<file path="src/sv/rss_pkg.sv">
// Shared types and constants for the running series statistics core.
// Used by rss_ctrl, rss_dp and the top level; depends on nothing.
package rss_pkg;

	localparam int COUNT_W = 32;
	localparam int STAMP_W = 32;
	localparam logic [COUNT_W-1:0] COUNT_LIMIT = 32'hFFFF_FFFE;

	typedef enum logic [3:0] {
		ST_IDLE = 4'b0001,
		ST_EVAL = 4'b0010,
		ST_DIV  = 4'b0100,
		ST_OUT  = 4'b1000
	} state_t;

	typedef struct packed {
		logic capture;
		logic update;
		logic mean_add;
		logic load_out;
	} cmd_t;

	typedef struct packed {
		logic need_div;
		logic div_busy;
		logic out_free;
	} status_t;

endpackage

</file>
<file path="src/sv/rss_div.sv">
// Radix-2 restoring divider, one quotient bit per cycle, unsigned.
// Stand-alone; used by rss_dp for the mean update.
module rss_div #(
	parameter int DW = 49
) (
	input  logic          clk,
	input  logic          arst_n,
	input  logic          start,
	input  logic [DW-1:0] dividend,
	input  logic [31:0]   divisor,
	output logic [DW-1:0] quotient,
	output logic          busy
);
	localparam int CNT_W = $clog2(DW + 1);

	logic [31:0]      rem_q;
	logic [31:0]      dvs_q;
	logic [DW-1:0]    quo_q;
	logic [CNT_W-1:0] cnt_q;
	logic             busy_q;
	logic [32:0]      shifted;
	logic [32:0]      trial;

	assign shifted  = {rem_q, quo_q[DW-1]};
	assign trial    = shifted - {1'b0, dvs_q};
	assign quotient = quo_q;
	assign busy     = busy_q;

	always_ff @(posedge clk or negedge arst_n) begin
		if (!arst_n) begin
			busy_q <= 1'b0;
			cnt_q  <= '0;
		end else if (start) begin
			busy_q <= 1'b1;
			cnt_q  <= CNT_W'(DW);
		end else if (busy_q) begin
			cnt_q <= cnt_q - CNT_W'(1);
			if (cnt_q == CNT_W'(1)) begin
				busy_q <= 1'b0;
			end
		end
	end

	always_ff @(posedge clk) begin
		if (start) begin
			rem_q <= '0;
			dvs_q <= divisor;
			quo_q <= dividend;
		end else if (busy_q) begin
			if (!trial[32]) begin
				rem_q <= trial[31:0];
				quo_q <= {quo_q[DW-2:0], 1'b1};
			end else begin
				rem_q <= shifted[31:0];
				quo_q <= {quo_q[DW-2:0], 1'b0};
			end
		end
	end

endmodule

</file>
<file path="src/sv/rss_dp.sv">
// Datapath: input capture, statistics registers, mean update and output register.
// Depends on rss_pkg and rss_div.
module rss_dp #(
	parameter int SAMPLE_BITS = 32,
	localparam int IN_W  = ((SAMPLE_BITS + 32 + 7) / 8) * 8,
	localparam int OUT_W = ((7 * SAMPLE_BITS + 65 + 7) / 8) * 8
) (
	input  logic             clk,
	input  logic             arst_n,
	input  rss_pkg::cmd_t    cmd,
	output rss_pkg::status_t st,
	input  logic [IN_W-1:0]  s_tdata,
	input  logic [1:0]       s_tuser,
	output logic             m_tvalid,
	input  logic             m_tready,
	output logic [OUT_W-1:0] m_tdata
);
	import rss_pkg::*;

	localparam int SB    = SAMPLE_BITS;
	localparam int GB    = (SB <= 46) ? 16 : (62 - SB);
	localparam int ACC_W = SB + GB;
	localparam int DW    = ACC_W + 1;

	logic               kind_q;
	logic               inv_q;
	logic signed [SB-1:0] x_q;
	logic [STAMP_W-1:0] time_q;

	logic [COUNT_W-1:0]   count_q;
	logic [ACC_W-1:0]     mean_q;
	logic signed [SB-1:0] max_q;
	logic signed [SB-1:0] min_q;
	logic [SB-1:0]        first_q;
	logic [SB-1:0]        latest_q;
	logic [STAMP_W-1:0]   first_stamp_q;
	logic [STAMP_W-1:0]   latest_stamp_q;
	logic                 neg_q;
	logic                 out_valid_q;
	logic [OUT_W-1:0]     out_data_q;

	logic          take;
	logic [DW-1:0] scaled;
	logic [DW-1:0] diff;
	logic [DW-1:0] mag;
	logic [DW-1:0] quo;
	logic [DW-1:0] quo_signed;
	logic          div_busy;
	logic          has;
	logic [SB:0]   mid_sum;
	logic [OUT_W-1:0] out_d;

	assign take   = !kind_q && !inv_q && (count_q < COUNT_LIMIT);
	assign scaled = {x_q[SB-1], x_q, {GB{1'b0}}};
	assign diff   = scaled - {mean_q[ACC_W-1], mean_q};
	assign mag    = diff[DW-1] ? (~diff + DW'(1)) : diff;
	assign quo_signed = neg_q ? (~quo + DW'(1)) : quo;

	assign st.need_div = take && (count_q != '0);
	assign st.div_busy = div_busy;
	assign st.out_free = !out_valid_q || m_tready;

	rss_div #(.DW(DW)) u_div (
		.clk      (clk),
		.arst_n   (arst_n),
		.start    (cmd.update && st.need_div),
		.dividend (mag),
		.divisor  (count_q + 32'd1),
		.quotient (quo),
		.busy     (div_busy)
	);

	always_ff @(posedge clk) begin
		if (cmd.capture) begin
			kind_q <= s_tuser[0];
			inv_q  <= s_tuser[1];
			x_q    <= s_tdata[SB-1:0];
			time_q <= s_tdata[SB+31:SB];
		end
		if (cmd.update) begin
			neg_q <= diff[DW-1];
		end
	end

	always_ff @(posedge clk or negedge arst_n) begin
		if (!arst_n) begin
			count_q        <= '0;
			mean_q         <= '0;
			max_q          <= '0;
			min_q          <= '0;
			first_q        <= '0;
			latest_q       <= '0;
			first_stamp_q  <= '0;
			latest_stamp_q <= '0;
		end else if (cmd.update) begin
			if (kind_q) begin
				count_q        <= '0;
				mean_q         <= '0;
				max_q          <= '0;
				min_q          <= '0;
				first_q        <= '0;
				latest_q       <= '0;
				first_stamp_q  <= time_q;
				latest_stamp_q <= time_q;
			end else if (take) begin
				count_q        <= count_q + 32'd1;
				latest_q       <= x_q;
				latest_stamp_q <= time_q;
				if (count_q == '0) begin
					first_q       <= x_q;
					max_q         <= x_q;
					min_q         <= x_q;
					mean_q        <= scaled[ACC_W-1:0];
					first_stamp_q <= time_q;
				end else begin
					if (x_q > max_q) begin
						max_q <= x_q;
					end
					if (x_q < min_q) begin
						min_q <= x_q;
					end
				end
			end
		end else if (cmd.mean_add) begin
			mean_q <= mean_q + quo_signed[ACC_W-1:0];
		end
	end

	assign has     = count_q != '0;
	assign mid_sum = {max_q[SB-1], max_q} + {min_q[SB-1], min_q};

	always_comb begin
		logic [SB-1:0] mean_f, max_f, min_f, first_f, latest_f, spread_f, mid_f;
		mean_f   = has ? mean_q[ACC_W-1:GB] : '0;
		max_f    = has ? max_q : '0;
		min_f    = has ? min_q : '0;
		first_f  = has ? first_q : '0;
		latest_f = has ? latest_q : '0;
		spread_f = has ? (max_q - min_q) : '0;
		mid_f    = has ? mid_sum[SB:1] : '0;
		out_d = OUT_W'({has, mid_f, spread_f, latest_stamp_q - first_stamp_q, count_q,
			latest_f, first_f, min_f, max_f, mean_f});
	end

	always_ff @(posedge clk or negedge arst_n) begin
		if (!arst_n) begin
			out_valid_q <= 1'b0;
		end else if (cmd.load_out) begin
			out_valid_q <= 1'b1;
		end else if (m_tready) begin
			out_valid_q <= 1'b0;
		end
	end

	always_ff @(posedge clk) begin
		if (cmd.load_out) begin
			out_data_q <= out_d;
		end
	end

	assign m_tvalid = out_valid_q;
	assign m_tdata  = out_data_q;

endmodule

</file>
<file path="src/sv/rss_ctrl.sv">
// Controller state machine: sequences capture, update, divide and result load.
// Depends on rss_pkg.
module rss_ctrl (
	input  logic             clk,
	input  logic             arst_n,
	input  logic             in_valid,
	output logic             in_ready,
	input  rss_pkg::status_t st,
	output rss_pkg::cmd_t    cmd
);
	import rss_pkg::*;

	state_t state_q;
	state_t state_d;

	assign in_ready = (state_q == ST_IDLE);

	always_comb begin
		state_d = state_q;
		cmd     = '0;
		case (state_q)
			ST_IDLE: begin
				if (in_valid) begin
					cmd.capture = 1'b1;
					state_d     = ST_EVAL;
				end
			end
			ST_EVAL: begin
				cmd.update = 1'b1;
				state_d    = st.need_div ? ST_DIV : ST_OUT;
			end
			ST_DIV: begin
				if (!st.div_busy) begin
					cmd.mean_add = 1'b1;
					state_d      = ST_OUT;
				end
			end
			ST_OUT: begin
				if (st.out_free) begin
					cmd.load_out = 1'b1;
					state_d      = ST_IDLE;
				end
			end
			default: begin
				state_d = ST_IDLE;
			end
		endcase
	end

	always_ff @(posedge clk or negedge arst_n) begin
		if (!arst_n) begin
			state_q <= ST_IDLE;
		end else begin
			state_q <= state_d;
		end
	end

endmodule

</file>
<file path="src/sv/running_series_statistics_core.sv">
// Running series statistics core: count, mean, min, max, first/latest sample and stamps.
// Each request is captured, then evaluated; restarts, ignored and first samples go straight
// to the result register, and other samples first wait for the divider and the mean add.
// A new request is taken only after the last result has been loaded; result stalls delay it.
// Reset: arst_n clears all statistics, stamps, controller and output valid at once.
// Depends on rss_pkg, rss_ctrl, rss_dp.
module running_series_statistics_core #(
	parameter int SAMPLE_BITS = 32
) (
	input  logic clk,
	input  logic arst_n,
	input  logic s_tvalid,
	output logic s_tready,
	// sample_value, time_ms, zero padding
	input  logic [((SAMPLE_BITS + 32 + 7) / 8) * 8 - 1:0] s_tdata,
	// kind, sample_invalid
	input  logic [1:0] s_tuser,
	output logic m_tvalid,
	input  logic m_tready,
	// mean, maximum, minimum, first_sample, latest_sample, sample_count,
	// duration_ms, spread, midpoint, has_data, zero padding
	output logic [((7 * SAMPLE_BITS + 65 + 7) / 8) * 8 - 1:0] m_tdata
);
	import rss_pkg::*;

	cmd_t    cmd;
	status_t st;

	rss_ctrl u_ctrl (
		.clk      (clk),
		.arst_n   (arst_n),
		.in_valid (s_tvalid),
		.in_ready (s_tready),
		.st       (st),
		.cmd      (cmd)
	);

	rss_dp #(.SAMPLE_BITS(SAMPLE_BITS)) u_dp (
		.clk      (clk),
		.arst_n   (arst_n),
		.cmd      (cmd),
		.st       (st),
		.s_tdata  (s_tdata),
		.s_tuser  (s_tuser),
		.m_tvalid (m_tvalid),
		.m_tready (m_tready),
		.m_tdata  (m_tdata)
	);

	a_ready_idle_div: assert property (@(posedge clk) disable iff (!arst_n)
		s_tready |-> !st.div_busy)
		else $error("request taken while divider busy");

	a_one_at_a_time: assert property (@(posedge clk) disable iff (!arst_n)
		(s_tvalid && s_tready) |=> !s_tready)
		else $error("second request taken during processing");

	a_load_free: assert property (@(posedge clk) disable iff (!arst_n)
		cmd.load_out |-> st.out_free)
		else $error("result loaded over pending result");

endmodule
</file>
<file path="config.mk">
export PLATFORM = sky130hd
export DESIGN_NAME = running_series_statistics_core
export DESIGN_NICKNAME = d
export VERILOG_FILES = /design/src/sv/rss_pkg.sv /design/src/sv/rss_div.sv /design/src/sv/rss_dp.sv /design/src/sv/rss_ctrl.sv /design/src/sv/running_series_statistics_core.sv
export SDC_FILE = /design/constraint.sdc
export NUM_CORES = 2
export LEC_CHECK = 0
export ABC_AREA = 1
export BUFFER_PORTS_ARGS = -buffer_cell sky130_fd_sc_hd__buf_2
export CORE_MARGIN = 2
export CORE_UTILIZATION = 60
export DETAILED_ROUTE_END_ITERATION = 10
export GPL_TIMING_DRIVEN = 0
export PLACE_DENSITY = 0.8
export SLEW_MARGIN = 10
export SYNTH_ARGS = -nofsm -noshare
export SYNTH_HDL_FRONTEND = slang
export SYNTH_SLANG_ARGS = --single-unit
export TNS_END_PERCENT = 1
</file>
<file path="constraint.sdc">
create_clock -name clk -period 32.9 [get_ports clk]
set_input_delay 6.58 -clock clk [delete_from_list [all_inputs] [get_ports clk]]
set_output_delay 6.58 -clock clk [all_outputs]
set_load 0.05 [all_outputs]
</file>
Word level (Yosys, flattened, before mapping) --
Cells that the tools add are included.
Cells by class: divide/modulo/power cells 0, order comparisons 3, multiplexer cells 50, bitwise logic cells 2, shift operators 0, reductions and logical operators 23, $add $sub $neg 10, multiply operators 0, equal/unequal tests 10
Operators by type and width (count):
- $mux W32 | 21
- $mux W48 | 6
- $mux W49 | 3
- $sub A32 B32 Y32 | 2
- $add A49 B1 Y49 const B | 1
- $not A49 Y49 | 1
- $sub A48 B48 Y49 | 1
- $add A48 B1 Y48 const B | 1
- $add A48 B48 Y48 | 1
- $not A48 Y48 | 1
- $add A32 B32 Y33 | 1
- $sub A33 B32 Y33 | 1
- $add A32 B1 Y32 const B | 1
- $gt A32 B32 Y1 | 1
- $logic_not A32 Y1 | 1
- $lt A32 B32 Y1 | 1
- $lt A32 B32 Y1 const B | 1
- $reduce_bool A32 Y1 | 1
- $mux W4 | 4
- $pmux W4 S4 | 1
- $reduce_and A3 Y1 | 5
- $mux W1 | 13
- $mux W6 | 2
- $reduce_bool A2 Y1 | 5
- 13 further kinds | 22
Word-level totals: bits of input ports 70, memory bits (read-only) 0, memories 0, register bits 753, memory bits (writable) 0, bits in latches 0

Depth between registers and ports, before layout --
depth after elaboration 6, depth in mapped cells 28, gate-level depth less buffers 28

Modules after synthesis --
From an unflattened synthesis, not the netlist that was laid out.
Second synthesis, totals: cell total of the unflattened synthesis 6004, area, all modules 47152.7 um^2
Modules (own cells, without submodules):
- rss_dp | cells an instance 4865, area an instance 39188.8 um^2, instances 1, seq. area each 17521.8 um^2
- rss_div | cells an instance 1099, area an instance 7702.4 um^2, instances 1, seq. area each 3248.1 um^2
- rss_ctrl | cells an instance 40, area an instance 261.5 um^2, instances 1, seq. area each 101.3 um^2

Least setup slack after synthesis --
OpenSTA, ideal clock, no wires.
path kind input to register, start in m_tready, end reg u_dp.out_data_q[0], in the netlist u_dp.m_tdata[0] (enable), arrival time 18.545 ns, library setup time 0.944 ns, path slack 13.411 ns, buffers on the path 0, cell stages on the path 2, required time 31.956 ns, cell sequence nor2_1 > nor2_1
RTL lines:
- from (decl) | RTL line running_series_statistics_core.sv:19 | input logic m_tready,
- to (signal assigned) | RTL line rss_dp.sv:157 | out_data_q <= out_d;
- to (decl) | RTL line rss_dp.sv:40 | logic [OUT_W-1:0] out_data_q;

Worst setup path after layout --
start reg u_ctrl.state_q[0], end out s_tready
On the way: word-level cells in the longest chain between the ends 1
RTL lines:
- from (decl) | RTL line rss_ctrl.sv:13 | state_t state_q;
- from (signal assigned) | RTL line rss_ctrl.sv:54 | state_q <= state_d;
- $eq A4 B1 Y1 | RTL line rss_ctrl.sv:16 | assign in_ready = (state_q == ST_IDLE);
- to (decl) | RTL line running_series_statistics_core.sv:13 | output logic s_tready,
No other way between the ends.

==> flow_summary_export.csv <==
group,metric,value,unit
clocking,clk-insertion-delay-late,0.68,ns
min_path,hold_path_class,"reg -> reg",
die,rows,101,
sta,skew,0.0630,ns
place,place_area,49700,um2
synthesis,ys_warn_count,0,
clocking,clockRootBuffer,"clkbuf_16",
clocking,postCtsResizedCells,0,
die,die_x,281,um
synthesis,synth_enable_flop_cells,437,
finish,nFillCells,6159,
die,num_io_pins,368,
drt,ant_nets,0,
drt,drt-initial-drc-count,5533,
worst_setup_path,critPathKind,"reg -> out",
sta,hold_violations,0,
place,place_ws,23.91,ns
worst_setup_path,startpoint_type,"flop",
sta,fin_crit,8.59,ns
min_path,min-delay-start,"u_dp.u_div.rem_q[29]$_SDFFE_PP0P_",
worst_setup_path,critPathMaxFanout,3,
global_routing,grt_pass1_vias,40373,
synthesis,synth.distinct_cells,68,
drt,firstDrtPassIters,6,
pwr,p_leak,24.9,nW
pwr,power_density,113,nW/um2
worst_setup_path,reg2reg_from,"u_dp.u_div.quotient[0]$_DFFE_PP_",
finish,fin_area,52400,um2
global_routing,antenna_found_initial,11,
clocking,cts_max_level,3,
drt,wirelength,163000,um
place,dpl.hpwl,129000,um
drt,post_drt_wl_per_cell,22.2,um
die,core,75900,um2
drt,drcViolationCount,0,
clocking,path_clk_slew,0.06,ns
synthesis,ys.flop_type,"edfxtp_1",
worst_setup_path,cp-end-kind,"primary output",
place,dp.cells,7167,
sta,tns,0,ns
sta,tightest_slew,1.41,ns
die,die_h,281,um
sta,rsz0062_at_grt,"false",
synthesis,synth.top_cells.by_area,"edfxtp_1, dfrtp_1, nand2_1",
global_routing,track_usage,40.6,%
global_routing,grt_pass1_wl,240000,um
pwr,vdd_drop_max,140,uV
worst_setup_path,reg2reg_to,"u_dp.mean_q[45]$_DFFE_PN0P_",
worst_setup_path,arrival,2.01,ns
place,place_congestion,1.05,
synthesis,syn_inst,5744,
sta,setup_viol,0,
drt,vias,43128,
finish,regArea,20900,um2
synthesis,async_flop_share,37.7,%
global_routing,grt_max_degree,103,
run_status,status,"finished clean",
clocking,postCtsHoldBufs,0,
finish,syn_to_final_growth,13.6,%
finish,drive_gt1_share,10.7,%
drt,via_per_inst,5.90,
run,drv_cap,0,
min_path,holdPathStages,2,
worst_setup_path,crit_required,26.32,ns
clocking,cts_setup_buffers,0,
synthesis,seq_area_frac_synth,45.3,%
sta,slew_headroom,4.49,%
die,initial_utilization,60.7,%
clocking,cts_made_buffers,79,
sta,slew_viol_final,0,
finish,instances_no_fill,7316,
clocking,cts_max_path_buffers,3,
die,die_area,79000,um2
synthesis,ys_ff_latch,753,
finish,multi_input_area,21300,um2
synthesis,yosysTopAreaCell,"edfxtp_1",
synthesis,syn_avg_cell_area,8.02,um2
global_routing,gr-total-overflow,0,
synthesis,synthMostInstantiatedCell,"nand2_1",
synthesis,netlist_area,46100,um2
min_path,hold_end,"u_dp.u_div.rem_q[29]$_SDFFE_PP0P_",
sta,fin_crit_sh,26.1,%
finish,layout.nets,6568,
worst_setup_path,ff2ff_setup_slack,27.63,ns
synthesis,synth_top_cell_area_share,28.5,%
synthesis,netlist_top_cells_count,"nand2_1, inv_1, nor2_1, edfxtp_1, a21oi_1",
sta,fmax,0.116,GHz
clocking,clock-sinks,753,
sta,postLayoutSetupSlackWorst,24.31,ns
worst_setup_path,r2r_cells,27,
place,port_buffers,360,
clocking,cts_tree,"built",
[final cells by class]
cell class	count	share of cell area, %
multi-input cells	3967	40.6
diodes	2	0.00955
clock inverters	44	0.924
flip-flops and latches	753	39.8
repair buffers	387	4.34
plain buffers	156	1.35
well taps	1030	2.46
inverters	874	6.27
clock buffers	103	4.20
[worst max-delay path by stage]
stage | startpoint | end | slack, ns | cells past startpoint
after floorplan | m_tready | u_dp.m_tdata[0]$_SDFFCE_PP0P_ | 13.41 | 2
after global placement | m_tready | u_dp.m_tdata[243]$_SDFFCE_PP0P_ | 8.72 | 3
after detailed placement | s_tvalid | u_dp.time_q[3]$_DFFE_PP_ | 23.91 | 11
after CTS | u_ctrl.state_q[0]$_DFFE_PN1P_ | s_tready | 24.28 | 3
after global routing | u_ctrl.state_q[3]$_DFFE_PN0P_ | s_tready | 24.26 | 4
final | u_ctrl.state_q[0]$_DFFE_PN1P_ | s_tready | 24.31 | 3
[through the flow]
step	hold WS (ns)	power, mW	util, %
2_1_floorplan	0.443	3.84	-
3_3_place_gp	0.449	4.81	64.8
3_5_place_dp	0.458	4.83	65.4
4_1_cts	0.468	5.79	69.0
5_1_grt	0.484	6.25	69.0
6_report	0.467	5.90	69.0
[layout by cell type (no fill, tap or decap), types with 13 or more instances in the layout]
| cell | instances |
|---|---|
| a21boi_0 | 13 |
| a21o_1 | 22 |
| a21oi_1 | 357 |
| a31oi_1 | 59 |
| buf_2 | 410 |
| buf_4 | 20 |
| clkbuf_1 | 102 |
| clkbuf_16 | 83 |
| clkinv_2 | 14 |
| dfrtp_1 | 283 |
| dfxtp_1 | 32 |
| edfxtp_1 | 437 |
| ha_1 | 275 |
| inv_1 | 862 |
| nand2_1 | 1320 |
| nand2_2 | 18 |
| nand3_1 | 235 |
| nand3b_1 | 17 |
| nand4_1 | 70 |
| nor2_1 | 662 |
| nor2_2 | 14 |
| nor3_1 | 63 |
| nor4_1 | 27 |
| o211ai_1 | 36 |
| o21a_1 | 22 |
| o21ai_0 | 328 |
| o21ai_1 | 41 |
| o21bai_1 | 20 |
| o22ai_1 | 63 |
| or2_2 | 19 |
| xnor2_1 | 68 |
| xor2_1 | 108 |
[metal layers]
metal  routed length, um  up-vias  GRT usage [%]  part of all wire [%]
met5                  51        -              0                 0.031
met4                8900        8           19.3                   5.5
met3               17600      470           8.83                    11
met2               72500     2605           63.6                    45
met1               63600    20205           53.9                    39
li1                    -    19840              -                     -
[logic make-up after synthesis]
| logic type | Yosys count | synth area share (%) |
|---|---|---|
| buffers and inverters | 1030 | 8.66 |
| AO/OA/AOI/OAI | 1011 | 12.3 |
| XOR/XNOR | 178 | 3.44 |
| other | 1 | 0.00814 |
| flip-flops | 753 | 45.3 |
| adder cells (fa/ha/maj) | 280 | 7.68 |
| AND/OR/NAND/NOR | 2491 | 22.6 |
[state kept, by name, summed over array words and instances (netlist names)]
| register | count |
|---|---|
| u_dp.m_tdata | 289 |
| u_dp.u_div.quotient | 49 |
| u_dp.mean_q | 48 |
| u_dp.count_q | 32 |
| u_dp.first_q | 32 |
| u_dp.first_stamp_q | 32 |
| u_dp.latest_q | 32 |
| u_dp.latest_stamp_q | 32 |
| u_dp.max_q | 32 |
| u_dp.min_q | 32 |
| u_dp.time_q | 32 |
| u_dp.u_div.dvs_q | 32 |
| u_dp.u_div.rem_q | 32 |
| u_dp.x_q | 32 |
| u_dp.u_div.cnt_q | 6 |
| u_ctrl.state_q | 4 |
| u_dp.inv_q | 1 |
| u_dp.kind_q | 1 |
| u_dp.m_tvalid | 1 |
| u_dp.neg_q | 1 |
| u_dp.u_div.busy | 1 |
[power breakdown]
part	leakage [nW]	switching, mW	total [mW]	internal, mW
logic	15.7	2.45	3.45	1.00
registers	7.93	0.182	1.51	1.33
clock network	1.30	0.407	0.933	0.526
[worst max-delay path: stages (launching register included)]
cell and delay, ns:
dfstp_2 0.55, inv_1 0.07, nor3_1 0.39, buf_2 0.35
Power figures use the tool's default switching activity.
